$ cat config.mk
export PLATFORM = sky130hd
export DESIGN_NAME = json_string_unescape_utf8
export DESIGN_NICKNAME = d
export VERILOG_FILES = /design/src/hdl/jsu_pkg.sv /design/src/hdl/jsu_front.sv /design/src/hdl/jsu_fifo.sv /design/src/hdl/jsu_back.sv /design/src/hdl/json_string_unescape_utf8.sv
export SDC_FILE = /design/constraint.sdc
export NUM_CORES = 1
export LEC_CHECK = 0
export BUFFER_PORTS_ARGS = -buffer_cell sky130_fd_sc_hd__clkbuf_2
export CAP_MARGIN = 0
export CELL_PAD_IN_SITES_DETAIL_PLACEMENT = 1
export CELL_PAD_IN_SITES_GLOBAL_PLACEMENT = 2
export CORE_ASPECT_RATIO = 2
export CORE_MARGIN = 2
export CORE_UTILIZATION = 43
export CTS_CLUSTER_DIAMETER = 60
export DETAILED_ROUTE_END_ITERATION = 12
export PLACE_DENSITY = 0.84
export SYNTH_ARGS = -nofsm -noshare
export SYNTH_HDL_FRONTEND = slang
export SYNTH_SLANG_ARGS = --single-unit
$ cat constraint.sdc
create_clock -name clk_i -period 4.75 [get_ports clk_i]
set_input_delay 0.7125 -clock clk_i [delete_from_list [all_inputs] [get_ports clk_i]]
set_output_delay 0.7125 -clock clk_i [all_outputs]
set_load 0.005 [all_outputs]
$ cat src/hdl/jsu_pkg.sv
// jsu_pkg: shared types, constants and helper functions of the json string unescaper
// used by jsu_front, jsu_fifo, jsu_back and json_string_unescape_utf8; no dependencies
package jsu_pkg;

  localparam int unsigned QDepth = 4;
  localparam int unsigned QPtrW  = $clog2(QDepth);
  localparam int unsigned QCntW  = $clog2(QDepth + 1);
  localparam int unsigned CpW    = 21;

  // result kind codes as seen on tuser
  localparam logic [1:0] KIND_DATA  = 2'd0;
  localparam logic [1:0] KIND_CLOSE = 2'd1;
  localparam logic [1:0] KIND_ERROR = 2'd2;

  localparam logic [7:0] CH_QUOTE = 8'h22;
  localparam logic [7:0] CH_BSL   = 8'h5C;
  localparam logic [7:0] CH_SLASH = 8'h2F;
  localparam logic [7:0] CH_SPACE = 8'h20;
  localparam logic [7:0] CH_TAB   = 8'h09;
  localparam logic [7:0] CH_LF    = 8'h0A;
  localparam logic [7:0] CH_CR    = 8'h0D;
  localparam logic [7:0] CH_B     = 8'h62;
  localparam logic [7:0] CH_F     = 8'h66;
  localparam logic [7:0] CH_N     = 8'h6E;
  localparam logic [7:0] CH_R     = 8'h72;
  localparam logic [7:0] CH_T     = 8'h74;
  localparam logic [7:0] CH_U     = 8'h75;

  // top six bits of a high and a low surrogate
  localparam logic [5:0] SUR_HIGH = 6'b110110;
  localparam logic [5:0] SUR_LOW  = 6'b110111;
  localparam logic [CpW-1:0] CP_PLANE1 = 21'h10000;

  // what the back end has to do with one queue entry
  typedef enum logic [1:0] {
    ENT_RAW   = 2'd0,
    ENT_CP    = 2'd1,
    ENT_CLOSE = 2'd2,
    ENT_ERROR = 2'd3
  } ent_kind_e;

  typedef struct packed {
    ent_kind_e        kind;
    logic [CpW-1:0]   val;
  } entry_t;

  typedef enum logic [6:0] {
    MODE_WAIT   = 7'b0000001,
    MODE_STR    = 7'b0000010,
    MODE_ESC    = 7'b0000100,
    MODE_HEX1   = 7'b0001000,
    MODE_WANTBS = 7'b0010000,
    MODE_WANTU  = 7'b0100000,
    MODE_HEX2   = 7'b1000000
  } mode_e;

  // bit 4 flags a valid hex digit, bits 3:0 its value
  function automatic logic [4:0] hex_digit(input logic [7:0] c);
    logic [4:0] r;
    r = 5'd0;
    if (c >= 8'h30 && c <= 8'h39) begin
      r = {1'b1, 4'(c - 8'h30)};
    end else if (c >= 8'h61 && c <= 8'h66) begin
      r = {1'b1, 4'(c - 8'h57)};
    end else if (c >= 8'h41 && c <= 8'h46) begin
      r = {1'b1, 4'(c - 8'h37)};
    end
    return r;
  endfunction

  // number of result bytes minus one
  function automatic logic [1:0] ent_len(input entry_t e);
    logic [1:0] n;
    n = 2'd0;
    if (e.kind == ENT_CP) begin
      if (e.val < 21'h80) begin
        n = 2'd0;
      end else if (e.val < 21'h800) begin
        n = 2'd1;
      end else if (e.val < 21'h10000) begin
        n = 2'd2;
      end else begin
        n = 2'd3;
      end
    end
    return n;
  endfunction

  function automatic logic [7:0] utf8_byte(input logic [CpW-1:0] cp, input logic [1:0] len,
                                           input logic [1:0] idx);
    logic [7:0] b;
    b = cp[7:0];
    case (len)
      2'd1: begin
        b = (idx == 2'd0) ? {3'b110, cp[10:6]} : {2'b10, cp[5:0]};
      end
      2'd2: begin
        case (idx)
          2'd0:    b = {4'b1110, cp[15:12]};
          2'd1:    b = {2'b10, cp[11:6]};
          default: b = {2'b10, cp[5:0]};
        endcase
      end
      2'd3: begin
        case (idx)
          2'd0:    b = {5'b11110, cp[20:18]};
          2'd1:    b = {2'b10, cp[17:12]};
          2'd2:    b = {2'b10, cp[11:6]};
          default: b = {2'b10, cp[5:0]};
        endcase
      end
      default: b = cp[7:0];
    endcase
    return b;
  endfunction

endpackage

$ cat src/hdl/jsu_front.sv
// jsu_front: byte parser; tracks string and escape state and emits one queue entry
// per input byte that gives results. depends on jsu_pkg
module jsu_front (
  input  logic            clk_i,
  input  logic            rst_ni,
  input  logic            in_valid_i,
  input  logic [7:0]      in_byte_i,
  input  logic            in_eot_i,
  input  logic            q_full_i,
  output logic            in_ready_o,
  output logic            push_o,
  output jsu_pkg::entry_t push_ent_o
);
  import jsu_pkg::*;

  mode_e       mode_q, mode_d;
  logic [15:0] accum_q, accum_d;
  logic [1:0]  digits_q, digits_d;
  logic [9:0]  held_q, held_d;

  logic        accept;
  logic        res_v;
  logic        ended;
  entry_t      res;
  logic [4:0]  hd;
  logic [15:0] acc_new;

  assign in_ready_o = !q_full_i;
  assign accept     = in_valid_i && !q_full_i;
  assign hd         = hex_digit(in_byte_i);
  assign acc_new    = {accum_q[11:0], hd[3:0]};

  always_comb begin
    mode_d   = mode_q;
    accum_d  = accum_q;
    digits_d = digits_q;
    held_d   = held_q;
    res_v    = 1'b0;
    ended    = 1'b0;
    res      = '{kind: ENT_ERROR, val: '0};
    case (mode_q)
      MODE_STR: begin
        if (in_byte_i == CH_QUOTE) begin
          res_v = 1'b1; ended = 1'b1; res.kind = ENT_CLOSE; mode_d = MODE_WAIT;
        end else if (in_byte_i == CH_BSL) begin
          mode_d = MODE_ESC;
        end else if (in_byte_i < CH_SPACE) begin
          res_v = 1'b1; ended = 1'b1; mode_d = MODE_WAIT;
        end else begin
          res_v = 1'b1; res.kind = ENT_RAW; res.val = CpW'(in_byte_i);
        end
      end
      MODE_ESC: begin
        mode_d   = MODE_STR;
        res_v    = 1'b1;
        res.kind = ENT_RAW;
        case (in_byte_i)
          CH_QUOTE, CH_BSL, CH_SLASH: res.val = CpW'(in_byte_i);
          CH_B: res.val = CpW'(8'h08);
          CH_F: res.val = CpW'(8'h0C);
          CH_N: res.val = CpW'(8'h0A);
          CH_R: res.val = CpW'(8'h0D);
          CH_T: res.val = CpW'(8'h09);
          CH_U: begin
            res_v = 1'b0; mode_d = MODE_HEX1; accum_d = '0; digits_d = '0;
          end
          default: begin
            res.kind = ENT_ERROR; ended = 1'b1; mode_d = MODE_WAIT;
          end
        endcase
      end
      MODE_HEX1, MODE_HEX2: begin
        if (!hd[4]) begin
          res_v = 1'b1; ended = 1'b1; mode_d = MODE_WAIT;
        end else begin
          accum_d = acc_new;
          if (digits_q != 2'd3) begin
            digits_d = digits_q + 2'd1;
          end else begin
            digits_d = '0;
            if (mode_q == MODE_HEX1) begin
              if (acc_new[15:10] == SUR_HIGH) begin
                held_d = acc_new[9:0];
                mode_d = MODE_WANTBS;
              end else if (acc_new[15:10] == SUR_LOW) begin
                res_v = 1'b1; ended = 1'b1; mode_d = MODE_WAIT;
              end else begin
                res_v = 1'b1; res.kind = ENT_CP; res.val = CpW'(acc_new); mode_d = MODE_STR;
              end
            end else begin
              if (acc_new[15:10] != SUR_LOW) begin
                res_v = 1'b1; ended = 1'b1; mode_d = MODE_WAIT;
              end else begin
                res_v    = 1'b1;
                res.kind = ENT_CP;
                res.val  = CP_PLANE1 + CpW'({held_q, acc_new[9:0]});
                mode_d   = MODE_STR;
              end
            end
          end
        end
      end
      MODE_WANTBS: begin
        if (in_byte_i != CH_BSL) begin
          res_v = 1'b1; ended = 1'b1; mode_d = MODE_WAIT;
        end else begin
          mode_d = MODE_WANTU;
        end
      end
      MODE_WANTU: begin
        if (in_byte_i != CH_U) begin
          res_v = 1'b1; ended = 1'b1; mode_d = MODE_WAIT;
        end else begin
          mode_d = MODE_HEX2; accum_d = '0; digits_d = '0;
        end
      end
      default: begin
        mode_d = MODE_WAIT;
        if (in_byte_i == CH_SPACE || in_byte_i == CH_TAB ||
            in_byte_i == CH_LF || in_byte_i == CH_CR) begin
          mode_d = MODE_WAIT;
        end else if (in_byte_i == CH_QUOTE) begin
          mode_d = MODE_STR;
        end else begin
          res_v = 1'b1; ended = 1'b1;
        end
      end
    endcase
    // end of text inside an open string or while waiting replaces any output
    if (in_eot_i && !ended) begin
      res_v  = 1'b1;
      res    = '{kind: ENT_ERROR, val: '0};
      mode_d = MODE_WAIT;
    end
  end

  assign push_o     = accept && res_v;
  assign push_ent_o = res;

  always_ff @(posedge clk_i or negedge rst_ni) begin
    if (!rst_ni) begin
      mode_q   <= MODE_WAIT;
      accum_q  <= '0;
      digits_q <= '0;
      held_q   <= '0;
    end else if (accept) begin
      mode_q   <= mode_d;
      accum_q  <= accum_d;
      digits_q <= digits_d;
      held_q   <= held_d;
    end
  end

endmodule

$ cat src/hdl/jsu_fifo.sv
// jsu_fifo: short queue of parsed entries between the parser and the serialiser
// depends on jsu_pkg
module jsu_fifo (
  input  logic            clk_i,
  input  logic            rst_ni,
  input  logic            push_i,
  input  jsu_pkg::entry_t push_ent_i,
  input  logic            pop_i,
  output logic            full_o,
  output logic            empty_o,
  output jsu_pkg::entry_t head_o
);
  import jsu_pkg::*;

  entry_t           ent_q [QDepth];
  logic [QPtrW-1:0] wr_q, rd_q;
  logic [QCntW-1:0] cnt_q;
  logic             do_push, do_pop;

  assign full_o  = (cnt_q == QCntW'(QDepth));
  assign empty_o = (cnt_q == '0);
  assign head_o  = ent_q[rd_q];
  assign do_push = push_i && !full_o;
  assign do_pop  = pop_i && !empty_o;

  always_ff @(posedge clk_i) begin
    if (do_push) begin
      ent_q[wr_q] <= push_ent_i;
    end
  end

  always_ff @(posedge clk_i or negedge rst_ni) begin
    if (!rst_ni) begin
      wr_q  <= '0;
      rd_q  <= '0;
      cnt_q <= '0;
    end else begin
      if (do_push) begin
        wr_q <= wr_q + QPtrW'(1);
      end
      if (do_pop) begin
        rd_q <= rd_q + QPtrW'(1);
      end
      if (do_push && !do_pop) begin
        cnt_q <= cnt_q + QCntW'(1);
      end else if (do_pop && !do_push) begin
        cnt_q <= cnt_q - QCntW'(1);
      end
    end
  end

endmodule

$ cat src/hdl/jsu_back.sv
// jsu_back: serialiser; turns queue entries into result bytes, one per cycle
// while the receiver is ready, via a registered output stage. depends on jsu_pkg
module jsu_back (
  input  logic            clk_i,
  input  logic            rst_ni,
  input  logic            empty_i,
  input  jsu_pkg::entry_t head_i,
  output logic            pop_o,
  output logic            out_valid_o,
  input  logic            out_ready_i,
  output logic [7:0]      out_byte_o,
  output logic [1:0]      out_kind_o,
  output logic            out_last_o
);
  import jsu_pkg::*;

  logic       valid_q;
  logic [7:0] byte_q, byte_d;
  logic [1:0] kind_q, kind_d;
  logic       last_q, last_d;
  logic [1:0] idx_q;
  logic [1:0] len;
  logic       load;

  assign len    = ent_len(head_i);
  assign load   = !empty_i && (!valid_q || out_ready_i);
  assign last_d = (idx_q == len);
  assign pop_o  = load && last_d;

  always_comb begin
    byte_d = utf8_byte(head_i.val, len, idx_q);
    case (head_i.kind)
      ENT_CLOSE: begin kind_d = KIND_CLOSE; byte_d = '0; end
      ENT_ERROR: begin kind_d = KIND_ERROR; byte_d = '0; end
      default:   kind_d = KIND_DATA;
    endcase
  end

  always_ff @(posedge clk_i or negedge rst_ni) begin
    if (!rst_ni) begin
      valid_q <= 1'b0;
      idx_q   <= '0;
    end else if (load) begin
      valid_q <= 1'b1;
      idx_q   <= last_d ? 2'd0 : idx_q + 2'd1;
    end else if (out_ready_i) begin
      valid_q <= 1'b0;
    end
  end

  always_ff @(posedge clk_i) begin
    if (load) begin
      byte_q <= byte_d;
      kind_q <= kind_d;
      last_q <= last_d;
    end
  end

  assign out_valid_o = valid_q;
  assign out_byte_o  = byte_q;
  assign out_kind_o  = kind_q;
  assign out_last_o  = last_q;

endmodule

$ cat src/hdl/json_string_unescape_utf8.sv
// json_string_unescape_utf8: top level of the streaming json string unescaper
// instantiates jsu_front, jsu_fifo and jsu_back; depends on jsu_pkg
//
// usage:
//   the slave channel takes raw json text, one byte per transaction, tlast set on
//   the final byte of the text. the master channel gives results: tdata is the
//   decoded byte, tuser the kind (data, string closed, malformed string) and
//   tlast marks the final result caused by one input byte.
//   a byte is taken every cycle while the four-entry queue between parser and
//   serialiser has room; the serialiser sends one result byte per cycle while
//   the receiver is ready; an escape to n utf-8 bytes holds the master side for all n.
//   the first result of a byte reaches m_axis_tvalid via the queue and output register.
//   when the receiver stalls the output register holds, the queue fills, and
//   s_axis_tready falls once it holds four entries; nothing is lost.
//   reset clears the queue and output stage and leaves the parser waiting for
//   an opening quote.
module json_string_unescape_utf8 (
  input  logic       clk_i,
  input  logic       rst_ni,
  input  logic       s_axis_tvalid_i,
  output logic       s_axis_tready_o,
  input  logic [7:0] s_axis_tdata_i,   // [7:0] in_byte
  input  logic       s_axis_tlast_i,   // end_of_text
  output logic       m_axis_tvalid_o,
  input  logic       m_axis_tready_i,
  output logic [7:0] m_axis_tdata_o,   // [7:0] out_byte
  output logic [1:0] m_axis_tuser_o,   // [1:0] kind
  output logic       m_axis_tlast_o    // last_in_run
);
  import jsu_pkg::*;

  logic   push, pop, full, empty;
  entry_t push_ent, head;

  jsu_front u_front (
    .clk_i      (clk_i),
    .rst_ni     (rst_ni),
    .in_valid_i (s_axis_tvalid_i),
    .in_byte_i  (s_axis_tdata_i),
    .in_eot_i   (s_axis_tlast_i),
    .q_full_i   (full),
    .in_ready_o (s_axis_tready_o),
    .push_o     (push),
    .push_ent_o (push_ent)
  );

  jsu_fifo u_fifo (
    .clk_i      (clk_i),
    .rst_ni     (rst_ni),
    .push_i     (push),
    .push_ent_i (push_ent),
    .pop_i      (pop),
    .full_o     (full),
    .empty_o    (empty),
    .head_o     (head)
  );

  jsu_back u_back (
    .clk_i       (clk_i),
    .rst_ni      (rst_ni),
    .empty_i     (empty),
    .head_i      (head),
    .pop_o       (pop),
    .out_valid_o (m_axis_tvalid_o),
    .out_ready_i (m_axis_tready_i),
    .out_byte_o  (m_axis_tdata_o),
    .out_kind_o  (m_axis_tuser_o),
    .out_last_o  (m_axis_tlast_o)
  );

endmodule

==> metrics <==
crit path time final a little over 4000 ps; min-delay worst type in2async; PwrDens 535 nW/um^2; setup_tns 0 ps; Leak 3.15 nW; Worst Skew ~12 ps; Crit Path Category reg2reg; crit path launch type flop; Initial Util 43.8%; vias in the first global route around 5800; core region area 16800 sq um; Synth Flop Type edfxtp_1; EDFF count, synth 103; Synth cell types 79; Syn Nets ~630; maxcap violations 0; clk slew on worst S/H paths 60 ps; async set-reset flop share out of synthesis around 28%; grt ovf 0; design internal power 3.03 mW; Switching Fraction 32.2%; First-pass DRT Iterations 5; DIE AREA 18200 sq um; ANT cells 0; Sw Pwr 1.44 mW; antenna violations before repair 0; total CTS buffers 17; CP Cell Sequence buf_4 -> mux4_2 -> nand2b_1 -> nor4_1 -> o21ai_1 -> o311ai_2 -> nand2_2 -> ha_1 -> inv_1 -> fa_1 -> mux2_2; placed cell areas 7700 sq um; drt drc 0; Port Buffers 25; DRT iter0 DRCs 233; final WL 20.3 mm; Root Buffer Master clkbuf_16; maximum clock frequency roughly 240 MHz; H-tree depth 4; CTS tree yes; synth warn 0; synthesized instance count 602; Slew @ Worst Pin between 600 and 700 ps; critical-path maximum fanout 15; post-synthesis cell area between 7000 and 8000 sq um; Syn Area/Cell 12.2 sq um; Comb pwr share 29.2%; Final Hold Vio Count 0; hold buffer count at cts 0; status finished clean; Slew Viols, Final 0; Tot Pwr 4.47 mW; Area Overhead vs Synth 13.7%; via count 5307; Worst-Skew Late Latency between 400 and 500 ps; Die Ht between 150 and 200 um; Slowest-stage cell, CP dfrtp_1; All-Layer GR Usage 24.0%; clock share of power roughly a third; Num Clock Sinks ~140; commonest non-fill, non-tap cell in the layout edfxtp_1; Final period util 87.1%; post-cts resize count 0; crit-path max cell delay 770 ps; routed len/inst 23.8 um; I/O pin cnt 26; # setup viols final 0; GP Congestion 0.867; Seq cells post-synth 144; largest net degree at the start of global routing 42; required time at the worst-slack endpoint 5050 ps; register share of total power 38.4%; final instance area 8350 sq um; share of layout cells above drive strength 1 17.8%; Seq/Total Area, Yosys between 50% and 60%; # Post-CTS Setup Buffers 0; HPWL after DPL 15.0 mm; CP Capture Type flop; Die Span X 96.4 um; worst path arrival time about 4400 ps; Routed Antenna Nets 0; RSZ-0062 raised after global routing no; Rel. slew slack 53.8%; clock tree buffer depth 2; Site Rows 67; most frequent cells in the layout edfxtp_1, nand2_1, dfrtp_1, nor2_1, a21oi_1; global-route wire length before repair 32.0 mm; Via-to-Cell Ratio 6.21; maximum vdd drop about 0.00025 V; Final nets 664
-- through the flow --
step / hold WS, ps / setup slack, ps / util (%) / std cells
2_1_floorplan: 417 / 976 / - / 602
3_3_place_gp: 456 / 523 / 45.9 / 822
3_5_place_dp: 470 / 352 / 45.9 / 822
4_1_cts: 390 / 561 / 49.8 / 854
5_1_grt: 421 / 314 / 49.8 / 854
6_report: 374 / 613 / 49.8 / 854
-- final timing paths --
kind / from / to / slack [ps] / cells past startpoint
max: u_fifo.rd_q[0] / u_fifo.cnt_q[1] / 610 / 11
min: rst_ni / u_back.idx_q[1] / 370 / 2
max reg2reg: u_fifo.rd_q[0] / u_fifo.cnt_q[1] / 610 / 11
min reg2reg: u_front.digits_q[1] / u_front.digits_q[1] / 480 / 2
max in group asynchronous: rst_ni / u_fifo.cnt_q[1] / 3940 / 2
min in group clk_i: u_front.digits_q[1] / u_front.digits_q[1] / 480 / 2
-- sequential cells by signal (all words and copies together) (netlist names) --
register,count
u_back.idx_q,2
u_back.out_byte_o,8
u_back.out_kind_o,2
u_back.out_last_o,1
u_back.out_valid_o,1
u_fifo.cnt_q,3
u_fifo.ent_q,92
u_fifo.rd_q,2
u_fifo.wr_q,2
u_front.accum_q,12
u_front.digits_q,2
u_front.held_q,10
u_front.mode_q,7
-- critical path, delay by kind of cell, from the launching register on --
kind | cells | cell delay (ps)
adders and majority gates | 2 | 680
DFF | 1 | 770
buffers and inverters | 2 | 490
AOI/OAI and AO/OA | 2 | 290
muxes | 2 | 940
and+or+nand+nor | 3 | 840
-- synthesized netlist by cell type (5+ instances only) --
master | number | area, sq um
dfrtp_1 | 40 | 1000
o21ai_0 | 16 | 80.1
ha_1 | 16 | 200
o21ai_1 | 5 | 25.0
nand3_1 | 26 | 130
and3_1 | 10 | 62.6
a22oi_1 | 13 | 97.6
mux2_2 | 13 | 146
o31ai_1 | 6 | 45.0
clkbuf_1 | 15 | 56.3
edfxtp_1 | 103 | 3090
buf_2 | 6 | 30.0
nand2b_1 | 5 | 31.3
nor2_1 | 36 | 135
and2_1 | 7 | 43.8
o22ai_1 | 5 | 31.3
nand2_1 | 77 | 289
nor3_1 | 13 | 65.1
mux4_2 | 22 | 495
a21oi_1 | 28 | 140
a22o_1 | 8 | 70.1
inv_1 | 19 | 71.3
nor2b_1 | 10 | 62.6
-- power groups by stage --
| stage | clock network [mW] | registers (mW) | logic (mW) |
|---|---|---|---|
| finish | 1.45 | 1.71 | 1.30 |
| global route | 1.52 | 1.74 | 1.41 |
| CTS | 1.47 | 1.72 | 1.30 |
| detailed placement | 0 | 1.74 | 1.29 |
| global placement | 0 | 1.72 | 1.25 |
| floorplan | 0 | 1.67 | 0.947 |
-- area by class of cell --
cell class	instances	area, sq um
Clock buffer	18	429
Clock inverter	14	214
Fill cell	1778	8420
Inverter	19	71.3
Multi-Input combinational cell	415	3040
Sequential cell	144	4120
Tap cell	207	259
Timing Repair Buffer	37	215
-- per-layer routing --
metal	global-route usage, %	up-vias	part of all wire, %
met4	15.2	0	5.9
met1	22.9	2727	34
li1	-	2384	-
met5	0	-	0
met2	44.8	132	58
met3	4.24	64	2.4
-- logic make-up after synthesis --
group                      after synthesis  synth area share, %
buffers and inverters                   43                 2.46
adders and majority gates               17                 3.00
and+or+nand+nor                        222                 15.7
AOI/OAI and AO/OA                      130                 12.6
muxes                                   38                 9.16
xor gates and xnor gates                 8                0.955
DFF                                    144                 56.1
(Power assumes the default switching activity.)
